--- src/hdl/srsl_pkg.sv ---
// shared types, constants and helpers for the s-record stream loader
package srsl_pkg;

  localparam int ADDR_BITS_DEF = 32;

  typedef enum logic [3:0] {
    PH_TYPE0  = 4'd0,
    PH_TYPE1  = 4'd1,
    PH_COUNT0 = 4'd2,
    PH_COUNT1 = 4'd3,
    PH_ADDR   = 4'd4,
    PH_DATA   = 4'd5,
    PH_SUM0   = 4'd6,
    PH_SUM1   = 4'd7,
    PH_EOL    = 4'd8,
    PH_SKIP   = 4'd9,
    PH_DONE   = 4'd10,
    PH_CANCEL = 4'd11,
    PH_ABORT  = 4'd12
  } phase_t;

  localparam logic [1:0] KIND_WRITE  = 2'd0;
  localparam logic [1:0] KIND_DONE   = 2'd1;
  localparam logic [1:0] KIND_ABORT  = 2'd2;
  localparam logic [1:0] KIND_CANCEL = 2'd3;

  localparam logic [3:0] ERR_NONE      = 4'd0;
  localparam logic [3:0] ERR_TYPE      = 4'd0;
  localparam logic [3:0] ERR_LEN_CHAR  = 4'd1;
  localparam logic [3:0] ERR_LEN_VALUE = 4'd2;
  localparam logic [3:0] ERR_ADDR      = 4'd3;
  localparam logic [3:0] ERR_UNEXP_DAT = 4'd4;
  localparam logic [3:0] ERR_DATA      = 4'd5;
  localparam logic [3:0] ERR_SUM_CHAR  = 4'd6;
  localparam logic [3:0] ERR_SUM_MATCH = 4'd7;
  localparam logic [3:0] ERR_EOL       = 4'd8;

  localparam logic [7:0] CHAR_ETX = 8'h03;
  localparam logic [7:0] CHAR_LF  = 8'h0A;
  localparam logic [7:0] CHAR_CR  = 8'h0D;
  localparam logic [7:0] CHAR_0   = 8'h30;
  localparam logic [7:0] CHAR_9   = 8'h39;
  localparam logic [7:0] CHAR_A   = 8'h41;
  localparam logic [7:0] CHAR_F   = 8'h46;
  localparam logic [7:0] CHAR_S   = 8'h53;

  localparam logic [3:0] TYPE_HDR   = 4'd0;
  localparam logic [3:0] TYPE_D16   = 4'd1;
  localparam logic [3:0] TYPE_D24   = 4'd2;
  localparam logic [3:0] TYPE_D32   = 4'd3;
  localparam logic [3:0] TYPE_RSV   = 4'd4;
  localparam logic [3:0] TYPE_CNT16 = 4'd5;
  localparam logic [3:0] TYPE_CNT24 = 4'd6;
  localparam logic [3:0] TYPE_E32   = 4'd7;
  localparam logic [3:0] TYPE_E24   = 4'd8;
  localparam logic [3:0] TYPE_E16   = 4'd9;

  typedef struct packed {
    logic       ok;
    logic [3:0] val;
  } hex_digit_t;

  typedef struct packed {
    logic [1:0]  result_kind;
    logic [31:0] address;
    logic [7:0]  data_byte;
    logic [31:0] lowest_address;
    logic [31:0] highest_address;
    logic [3:0]  error_code;
    logic [31:0] record_number;
    logic [31:0] data_record_number;
  } result_t;

  function automatic hex_digit_t hex_decode(input logic [7:0] c);
    hex_digit_t h;
    h.ok  = 1'b0;
    h.val = c[3:0];
    if (c >= CHAR_0 && c <= CHAR_9) begin
      h.ok = 1'b1;
    end else if (c >= CHAR_A && c <= CHAR_F) begin
      h.ok  = 1'b1;
      h.val = 4'(c[3:0] + 4'd9);
    end
    return h;
  endfunction

endpackage

--- src/hdl/srsl_core.sv ---
// record parser state machine: one character per step, at most one result
module srsl_core #(
  parameter int ADDR_BITS = 32
) (
  input  logic             clk,
  input  logic             rst_n,
  input  logic             step_en,
  input  logic [7:0]       char_code,
  output logic             res_valid,
  output srsl_pkg::result_t res
);
  import srsl_pkg::*;

  phase_t               phase_r, phase_nxt;
  logic [ADDR_BITS-1:0] cur_r, cur_nxt;
  logic [ADDR_BITS-1:0] low_r, low_nxt;
  logic [ADDR_BITS-1:0] high_r, high_nxt;
  logic [3:0]           adl_r, adl_nxt;
  logic [8:0]           ddl_r, ddl_nxt;
  logic [7:0]           byte_r, byte_nxt;
  logic [7:0]           sum_r, sum_nxt;
  logic                 odd_r, odd_nxt;
  logic                 final_r, final_nxt;
  logic [31:0]          rec_r, rec_nxt;
  logic [31:0]          drec_r, drec_nxt;

  hex_digit_t           dig;
  logic [7:0]           byte_dig;
  logic                 odd_dig;
  logic [7:0]           sum_dig;
  logic                 line_end;
  logic                 terminal;
  logic                 type_digit;
  logic [2:0]           addr_bytes;
  logic [7:0]           len_left;
  logic [3:0]           adl_dec;
  logic [8:0]           ddl_dec;
  logic                 emit;
  logic                 abort;
  logic [1:0]           kind;
  logic [3:0]           err;
  logic [ADDR_BITS-1:0] addr_full;
  logic [7:0]           data_out;
  logic [31:0]          addr32, low32, high32;

  assign dig        = hex_decode(char_code);
  assign byte_dig   = {byte_r[3:0], dig.val};
  assign odd_dig    = ~odd_r;
  // checksum covers count, address and data bytes
  assign sum_dig    = ((phase_r == PH_COUNT0 || phase_r == PH_COUNT1 ||
                        phase_r == PH_ADDR || phase_r == PH_DATA) && !odd_dig) ?
                      8'(sum_r + byte_dig) : sum_r;
  assign line_end   = (char_code == CHAR_CR) || (char_code == CHAR_LF);
  assign terminal   = (phase_r == PH_DONE) || (phase_r == PH_CANCEL) ||
                      (phase_r == PH_ABORT);
  assign type_digit = (char_code >= CHAR_0) && (char_code <= CHAR_9);
  assign addr_bytes = adl_r[3:1];
  assign len_left   = 8'(byte_dig - {5'd0, addr_bytes} - 8'd1);
  assign adl_dec    = 4'(adl_r - 4'd1);
  assign ddl_dec    = 9'(ddl_r - 9'd1);

  always_comb begin
    phase_nxt = phase_r;
    cur_nxt   = cur_r;
    low_nxt   = low_r;
    high_nxt  = high_r;
    adl_nxt   = adl_r;
    ddl_nxt   = ddl_r;
    byte_nxt  = byte_r;
    sum_nxt   = sum_r;
    odd_nxt   = odd_r;
    final_nxt = final_r;
    rec_nxt   = rec_r;
    drec_nxt  = drec_r;
    emit      = 1'b0;
    abort     = 1'b0;
    kind      = KIND_WRITE;
    err       = ERR_NONE;
    addr_full = '0;
    data_out  = 8'd0;

    if (terminal) begin
      phase_nxt = phase_r;
    end else if (char_code == CHAR_ETX) begin
      phase_nxt = PH_CANCEL;
      emit      = 1'b1;
      kind      = KIND_CANCEL;
    end else begin
      unique case (phase_r)
        PH_TYPE0: begin
          if (!line_end) begin
            cur_nxt  = '0;
            adl_nxt  = 4'd0;
            ddl_nxt  = 9'd0;
            byte_nxt = 8'd0;
            sum_nxt  = 8'd0;
            if (char_code == CHAR_S) begin
              phase_nxt = PH_TYPE1;
            end else begin
              abort = 1'b1;
              err   = ERR_TYPE;
            end
          end
        end
        PH_TYPE1: begin
          cur_nxt  = '0;
          adl_nxt  = 4'd0;
          ddl_nxt  = 9'd0;
          byte_nxt = 8'd0;
          sum_nxt  = 8'd0;
          rec_nxt  = rec_r + 32'd1;
          priority if (!type_digit) begin
            abort = 1'b1;
            err   = ERR_TYPE;
          end else if (char_code[3:0] == TYPE_HDR || char_code[3:0] == TYPE_RSV ||
                       char_code[3:0] == TYPE_CNT16 || char_code[3:0] == TYPE_CNT24) begin
            phase_nxt = PH_SKIP;
          end else if (char_code[3:0] == TYPE_D16 || char_code[3:0] == TYPE_D24 ||
                       char_code[3:0] == TYPE_D32) begin
            drec_nxt  = drec_r + 32'd1;
            adl_nxt   = 4'((char_code[3:0] + 4'd1) << 1);
            phase_nxt = PH_COUNT0;
          end else begin
            // end records carry 4, 3 or 2 address bytes for types 7, 8, 9
            adl_nxt   = 4'((4'd11 - char_code[3:0]) << 1);
            final_nxt = 1'b1;
            phase_nxt = PH_COUNT0;
          end
        end
        PH_COUNT0, PH_COUNT1: begin
          if (!dig.ok) begin
            abort = 1'b1;
            err   = ERR_LEN_CHAR;
          end else begin
            byte_nxt = byte_dig;
            odd_nxt  = odd_dig;
            sum_nxt  = sum_dig;
            if (phase_r == PH_COUNT0) begin
              phase_nxt = PH_COUNT1;
            end else if (byte_dig < ({5'd0, addr_bytes} + 8'd1)) begin
              abort = 1'b1;
              err   = ERR_LEN_VALUE;
            end else begin
              ddl_nxt   = {len_left, 1'b0};
              phase_nxt = PH_ADDR;
            end
          end
        end
        PH_ADDR: begin
          if (!dig.ok) begin
            abort = 1'b1;
            err   = ERR_ADDR;
          end else begin
            byte_nxt = byte_dig;
            odd_nxt  = odd_dig;
            sum_nxt  = sum_dig;
            adl_nxt  = adl_dec;
            if (!adl_dec[0]) begin
              cur_nxt = {cur_r[ADDR_BITS-9:0], byte_dig};
            end
            if (adl_dec == 4'd0) begin
              if (ddl_r != 9'd0) begin
                if (final_r) begin
                  abort = 1'b1;
                  err   = ERR_UNEXP_DAT;
                end else begin
                  phase_nxt = PH_DATA;
                end
              end else begin
                phase_nxt = PH_SUM0;
              end
            end
          end
        end
        PH_DATA: begin
          if (!dig.ok) begin
            abort = 1'b1;
            err   = ERR_DATA;
          end else begin
            byte_nxt = byte_dig;
            odd_nxt  = odd_dig;
            sum_nxt  = sum_dig;
            ddl_nxt  = ddl_dec;
            if (ddl_dec == 9'd0) begin
              phase_nxt = PH_SUM0;
            end
            if (!ddl_dec[0]) begin
              low_nxt   = (cur_r < low_r) ? cur_r : low_r;
              high_nxt  = (cur_r > high_r) ? cur_r : high_r;
              cur_nxt   = cur_r + 1'b1;
              emit      = 1'b1;
              kind      = KIND_WRITE;
              addr_full = cur_r;
              data_out  = byte_dig;
            end
          end
        end
        PH_SUM0, PH_SUM1: begin
          if (!dig.ok) begin
            abort = 1'b1;
            err   = ERR_SUM_CHAR;
          end else begin
            byte_nxt = byte_dig;
            odd_nxt  = odd_dig;
            if (phase_r == PH_SUM0) begin
              phase_nxt = PH_SUM1;
            end else if (~sum_r != byte_dig) begin
              abort = 1'b1;
              err   = ERR_SUM_MATCH;
            end else begin
              phase_nxt = PH_EOL;
            end
          end
        end
        PH_EOL: begin
          if (!line_end) begin
            abort = 1'b1;
            err   = ERR_EOL;
          end else if (final_r) begin
            phase_nxt = PH_DONE;
            emit      = 1'b1;
            kind      = KIND_DONE;
            addr_full = cur_r;
          end else begin
            phase_nxt = PH_TYPE0;
          end
        end
        PH_SKIP: begin
          if (line_end) begin
            phase_nxt = PH_TYPE0;
          end
        end
        PH_DONE, PH_CANCEL, PH_ABORT: begin
          phase_nxt = phase_r;
        end
        default: begin
          phase_nxt = PH_ABORT;
        end
      endcase
      if (abort) begin
        phase_nxt = PH_ABORT;
        emit      = 1'b1;
        kind      = KIND_ABORT;
        addr_full = '0;
        data_out  = 8'd0;
      end
    end
  end

  always_ff @(posedge clk) begin
    if (!rst_n) begin
      phase_r <= PH_TYPE0;
      cur_r   <= '0;
      low_r   <= '1;
      high_r  <= '0;
      adl_r   <= 4'd0;
      ddl_r   <= 9'd0;
      byte_r  <= 8'd0;
      sum_r   <= 8'd0;
      odd_r   <= 1'b0;
      final_r <= 1'b0;
      rec_r   <= 32'd0;
      drec_r  <= 32'd0;
    end else if (step_en) begin
      phase_r <= phase_nxt;
      cur_r   <= cur_nxt;
      low_r   <= low_nxt;
      high_r  <= high_nxt;
      adl_r   <= adl_nxt;
      ddl_r   <= ddl_nxt;
      byte_r  <= byte_nxt;
      sum_r   <= sum_nxt;
      odd_r   <= odd_nxt;
      final_r <= final_nxt;
      rec_r   <= rec_nxt;
      drec_r  <= drec_nxt;
    end
  end

  // report the low 32 address bits, zero-extended for narrow builds
  if (ADDR_BITS >= 32) begin : g_addr_wide
    assign addr32 = addr_full[31:0];
    assign low32  = low_nxt[31:0];
    assign high32 = high_nxt[31:0];
  end else begin : g_addr_narrow
    assign addr32 = {{(32-ADDR_BITS){1'b0}}, addr_full};
    assign low32  = {{(32-ADDR_BITS){1'b0}}, low_nxt};
    assign high32 = {{(32-ADDR_BITS){1'b0}}, high_nxt};
  end

  assign res_valid              = step_en && emit;
  assign res.result_kind        = kind;
  assign res.address            = addr32;
  assign res.data_byte          = data_out;
  assign res.lowest_address     = low32;
  assign res.highest_address    = high32;
  assign res.error_code         = err;
  assign res.record_number      = rec_nxt;
  assign res.data_record_number = drec_nxt;

`ifndef SYNTH
  a_terminal_holds: assert property (@(posedge clk) disable iff (!rst_n)
    (phase_r == PH_DONE || phase_r == PH_CANCEL || phase_r == PH_ABORT)
    |=> $stable(phase_r))
    else $error("terminal phase left before reset");

  a_no_result_terminal: assert property (@(posedge clk) disable iff (!rst_n)
    (phase_r == PH_DONE || phase_r == PH_CANCEL || phase_r == PH_ABORT)
    |-> !res_valid)
    else $error("result produced after load ended");

  a_marks_ordered: assert property (@(posedge clk) disable iff (!rst_n)
    !(low_r == '1 && high_r == '0) |-> (low_r <= high_r))
    else $error("lowest address mark above highest");

  a_addr_digits: assert property (@(posedge clk) disable iff (!rst_n)
    (phase_r == PH_ADDR) |-> (adl_r != 4'd0))
    else $error("address phase with no digits left");

  a_data_digits: assert property (@(posedge clk) disable iff (!rst_n)
    (phase_r == PH_DATA) |-> (ddl_r != 9'd0 && !final_r))
    else $error("data phase with no digits or in end record");
`endif

endmodule

--- src/hdl/srsl_out_stage.sv ---
// result register with valid/stall handshake toward the consumer
module srsl_out_stage (
  input  logic              clk,
  input  logic              rst_n,
  input  logic              res_valid,
  input  srsl_pkg::result_t res,
  output logic              ready,
  output logic              out_valid,
  input  logic              out_stall,
  output srsl_pkg::result_t out_res
);
  import srsl_pkg::*;

  logic    valid_r;
  result_t res_r;

  // free when empty or when the held transaction leaves this cycle
  assign ready = !valid_r || !out_stall;

  always_ff @(posedge clk) begin
    if (!rst_n) begin
      valid_r <= 1'b0;
    end else if (ready) begin
      valid_r <= res_valid;
    end
  end

  always_ff @(posedge clk) begin
    if (ready && res_valid) begin
      res_r <= res;
    end
  end

  assign out_valid = valid_r;
  assign out_res   = res_r;

endmodule

--- src/hdl/srecord_stream_loader_unit.sv ---
// top level of the s-record stream loader: input register, parser, result register
// path: a character is held in the input register, steps the parser, and its result is held in the result register
// throughput: one character per cycle; the parser advances whenever the result
// register is empty or being drained, so only consumer stall slows intake
// reset: synchronous active-low rst_n returns the parser to expecting 'S',
// clears counters, sets the address marks to their empty values, and empties both registers
module srecord_stream_loader_unit #(
  parameter int ADDR_BITS = srsl_pkg::ADDR_BITS_DEF
) (
  input  logic        clk,
  input  logic        rst_n,
  input  logic        in_valid,
  output logic        in_stall,
  input  logic [7:0]  in_char_code,
  output logic        out_valid,
  input  logic        out_stall,
  output logic [1:0]  out_result_kind,
  output logic [31:0] out_address,
  output logic [7:0]  out_data_byte,
  output logic [31:0] out_lowest_address,
  output logic [31:0] out_highest_address,
  output logic [3:0]  out_error_code,
  output logic [31:0] out_record_number,
  output logic [31:0] out_data_record_number
);
  import srsl_pkg::*;

  logic       in_valid_r;
  logic [7:0] in_char_r;
  logic       ready;
  logic       step_en;
  logic       res_valid;
  result_t    res;
  result_t    out_res;

  assign step_en  = in_valid_r && ready;
  assign in_stall = in_valid_r && !ready;

  always_ff @(posedge clk) begin
    if (!rst_n) begin
      in_valid_r <= 1'b0;
    end else if (!in_stall) begin
      in_valid_r <= in_valid;
    end
  end

  always_ff @(posedge clk) begin
    if (in_valid && !in_stall) begin
      in_char_r <= in_char_code;
    end
  end

  srsl_core #(
    .ADDR_BITS (ADDR_BITS)
  ) u_core (
    .clk       (clk),
    .rst_n     (rst_n),
    .step_en   (step_en),
    .char_code (in_char_r),
    .res_valid (res_valid),
    .res       (res)
  );

  srsl_out_stage u_out (
    .clk       (clk),
    .rst_n     (rst_n),
    .res_valid (res_valid),
    .res       (res),
    .ready     (ready),
    .out_valid (out_valid),
    .out_stall (out_stall),
    .out_res   (out_res)
  );

  assign out_result_kind        = out_res.result_kind;
  assign out_address            = out_res.address;
  assign out_data_byte          = out_res.data_byte;
  assign out_lowest_address     = out_res.lowest_address;
  assign out_highest_address    = out_res.highest_address;
  assign out_error_code         = out_res.error_code;
  assign out_record_number      = out_res.record_number;
  assign out_data_record_number = out_res.data_record_number;

endmodule
--- config.mk ---
export PLATFORM = sky130hd
export DESIGN_NAME = srecord_stream_loader_unit
export DESIGN_NICKNAME = d
export VERILOG_FILES = /design/src/hdl/srsl_pkg.sv /design/src/hdl/srsl_core.sv /design/src/hdl/srsl_out_stage.sv /design/src/hdl/srecord_stream_loader_unit.sv
export SDC_FILE = /design/constraint.sdc
export NUM_CORES = 1
export LEC_CHECK = 0
export ABC_AREA = 1
export BUFFER_PORTS_ARGS = -buffer_cell sky130_fd_sc_hd__buf_4
export CAP_MARGIN = 20
export CORE_MARGIN = 4
export CORE_UTILIZATION = 40
export DETAILED_ROUTE_END_ITERATION = 16
export GPL_TIMING_DRIVEN = 0
export SYNTH_ARGS = -nofsm -noshare
export SYNTH_HDL_FRONTEND = slang
export SYNTH_SLANG_ARGS = --single-unit
--- constraint.sdc ---
create_clock -name clk -period 7.64 [get_ports clk]
set_input_delay 1.146 -clock clk [delete_from_list [all_inputs] [get_ports clk]]
set_output_delay 1.146 -clock clk [all_outputs]
set_load 0.005 [all_outputs]
==> results.tsv <==
metric	value	unit
clock buffer count from CTS	41	
Peak VDD IR	0.000166	V
pin count of the biggest net entering global routing	106	
Syn Nets	2496	
nets	2726	
Worst slew margin	32.1	%
# DRC	0	
Lkg Pwr	0.0100	uW
most frequent CP cell	nand2_1	
setup slack at placement	2.65	ns
final-report setup violation count	0	
WL final	61.8	mm
most frequent cells in the layout	nand2_1 (374), inv_1 (337), nor2_1 (226)	
total clock sinks	375	
RSZ-0062 raised after global routing	false	
Distinct cells, synth	56	
Bufs on Longest Clock Path	3	
Critical Path Stages	23	
post-CTS setup buffer count	0	
wire per inst	18.7	um
Pre-antenna DRT Iters	5	
WP data arrival	5.16	ns
# port buffers	186	
I/O pins	188	
ys async rst share	0	%
routability congestion estimate	0.914	
Hold Buf Count CTS	0	
CP cell instances	inv_1 -> ha_1 -> inv_1 -> nor2_1 -> nand2_1 -> nor2_1 -> nor2_2 -> nand2_2 -> o21ai_0 -> inv_1 -> ha_1 -> a21oi_1 -> o21bai_1 -> nand2_1 -> nand3_1 -> nand3_1 -> nor2_1 -> nand2_1 -> nor2_2 -> nand2_1 -> nand2_1 -> inv_8 -> buf_16	
Fin. Hold Viols	0	
Worst Setup End Kind	flip-flop	
Seq cells post-synth	375	
aggregate global-route resource usage	22.8	%
Overflow after GRT	0	
row cnt	80	
commonest non-fill, non-tap cell in the layout	nand2_1	
TritonCTS clock tree	done	
Clock transition at path regs	0.06	ns
Reg2Reg Depth	23	
status	finished clean	
H-Tree Depth	2	
initial drt markers	1464	
Crit path max-delay family	buffers and inverters	
P&R area growth vs syn	18.3	%
WP buf/inv	5	
kind of critical path	reg2reg	
Primary FF master, synth	dfxtp_1	
yosys warns	0	
fin crit share	65.1	%
first-pass GRT wire length	96.0	mm
initial antenna violation count	0	
Antenna Nets Post-Route	0	
Worst-Skew Late Latency	0.57	ns
Fmax	201	MHz
delay of the slowest critical-path stage	0.52	ns
cell count after synthesis	2391	
Max-Cap Viols	0	
PwrDens	263	nW/um^2
post-layout util	48.3	%
Slowest-stage cell, CP	o21ai_0	
Hold Slack	0.464	ns
total power	6100	uW
Die X	230	um
Initial Util	40.8	%
layout cells sized above 1	11.9	%
# diodes	0	
PnR worst setup slack	2.67	ns
data required time of the worst path	7.83	ns
TNS Setup	0	ns
Post-synth EDFFs	182	
CP Launch Type	flip-flop	
Min-Delay Path Depth	2	
Netlist Area Pre-Place	19700	sq um
register area share after synthesis	47.5	%
Slew Viols, Final	0	
Post-Syn Area per Cell	8.22	sq um
Die Span Y	230	um
CTS resizes	0	
routed vias	17400	
clock period minus worst slack	4.97	ns
clock skew	0.0218	ns
Total Die Area	52700	sq um
hpwl dp	45.8	mm
vias in the first global route	17000	
critical path fanouts, max	105	
Hold WC Path Type	reg2reg	
CORE AREA	48100	sq um
Root Buffer	clkbuf_16	
vias per cell	5.27	
Worst-Margin Slew	1.01	ns
## power by group
group	total, uW	internal [uW]	switching, uW	leakage, uW
sequential	2610	2410	201	0.00328
combinational	1460	497	961	0.00610
clock	2030	1180	851	0.000620
## final cells by class
type / count / area, sq um
inverters: 348 / 1320
repair buffers: 187 / 1420
flip-flops and latches: 375 / 9330
multi-input cells: 1580 / 8600
clock buffers: 53 / 1090
well taps: 656 / 821
plain buffers: 88 / 409
clock inverters: 20 / 248
fillers: 4647 / 24900
## cell families after synthesis
group           synth area share (%)
xor+xnor                        3.65
buf+inv                         8.74
simple gates                    21.8
compound gates                  12.3
flops                           47.5
fa+ha+maj                       6.00
## worst register-to-register path, delay by kind of cell (launching register included)
kind / cells / cell delay, ns
buffers and inverters: 5 / 1.37
and+or+nand+nor: 13 / 1.28
AOI/OAI and AO/OA: 3 / 0.77
adders and majority gates: 2 / 0.60
DFF: 1 / 0.41
## flip-flops by register name, indices dropped and copies added, names as in the netlist
register	flops
u_core.ddl_r	9
u_core.drec_r	32
u_core.adl_r	4
u_core.high_r	32
u_out.out_valid	1
u_core.sum_r	8
in_valid_r	1
u_core.cur_r	32
u_out.out_res	174
u_core.rec_r	32
u_core.final_r	1
u_core.low_r	32
u_core.byte_r	4
in_char_r	8
u_core.phase_r	4
u_core.odd_r	1
## metrics by stage
stage / area, sq um / cells
final: 23200 / 3307
after global routing: 23200 / 3307
after detailed placement: 21900 / 3234
after global placement: 21900 / 3233
after floorplan: 19700 / 2391
after CTS: 23200 / 3307
## Yosys cell counts (10+ instances only)
cell | count | area share (%)
a211oi_1 | 13 | 0.50
inv_1 | 338 | 6.5
nor3_1 | 42 | 1.1
clkbuf_1 | 54 | 1.0
buf_2 | 11 | 0.28
nor4_1 | 27 | 0.86
nand3_1 | 179 | 4.6
nor2_1 | 226 | 4.3
dfxtp_1 | 193 | 20
nand2_1 | 374 | 7.1
o21ai_0 | 158 | 4.0
xor2_1 | 78 | 3.5
o21ai_1 | 34 | 0.87
ha_1 | 91 | 5.8
and2_1 | 32 | 1.0
buf_1 | 10 | 0.19
a21oi_1 | 207 | 5.3
a31oi_1 | 10 | 0.32
nand4_1 | 32 | 1.0
edfxtp_1 | 182 | 28
## worst paths after layout
path | startpoint | end | slack (ns)
worst max-delay path | in_char_r[0]$_DFFE_PP_ | u_out.out_res[111]$_DFFE_PP_ | 2.67
worst min-delay path | u_core.low_r[12]$_SDFFE_PN1P_ | u_core.low_r[12]$_SDFFE_PN1P_ | 0.46
worst max register to register | in_char_r[0]$_DFFE_PP_ | u_out.out_res[111]$_DFFE_PP_ | 2.67
worst min register to register | u_core.low_r[12]$_SDFFE_PN1P_ | u_core.low_r[12]$_SDFFE_PN1P_ | 0.46
## routing by layer
layer  GRT usage [%]  part of all wire (%)
met2            37.6                    46
met3            4.41                   7.4
met4            7.55                   3.0
met5               0                     0
met1            30.2                    43
No activity file was read; power rests on OpenSTA's default activity.
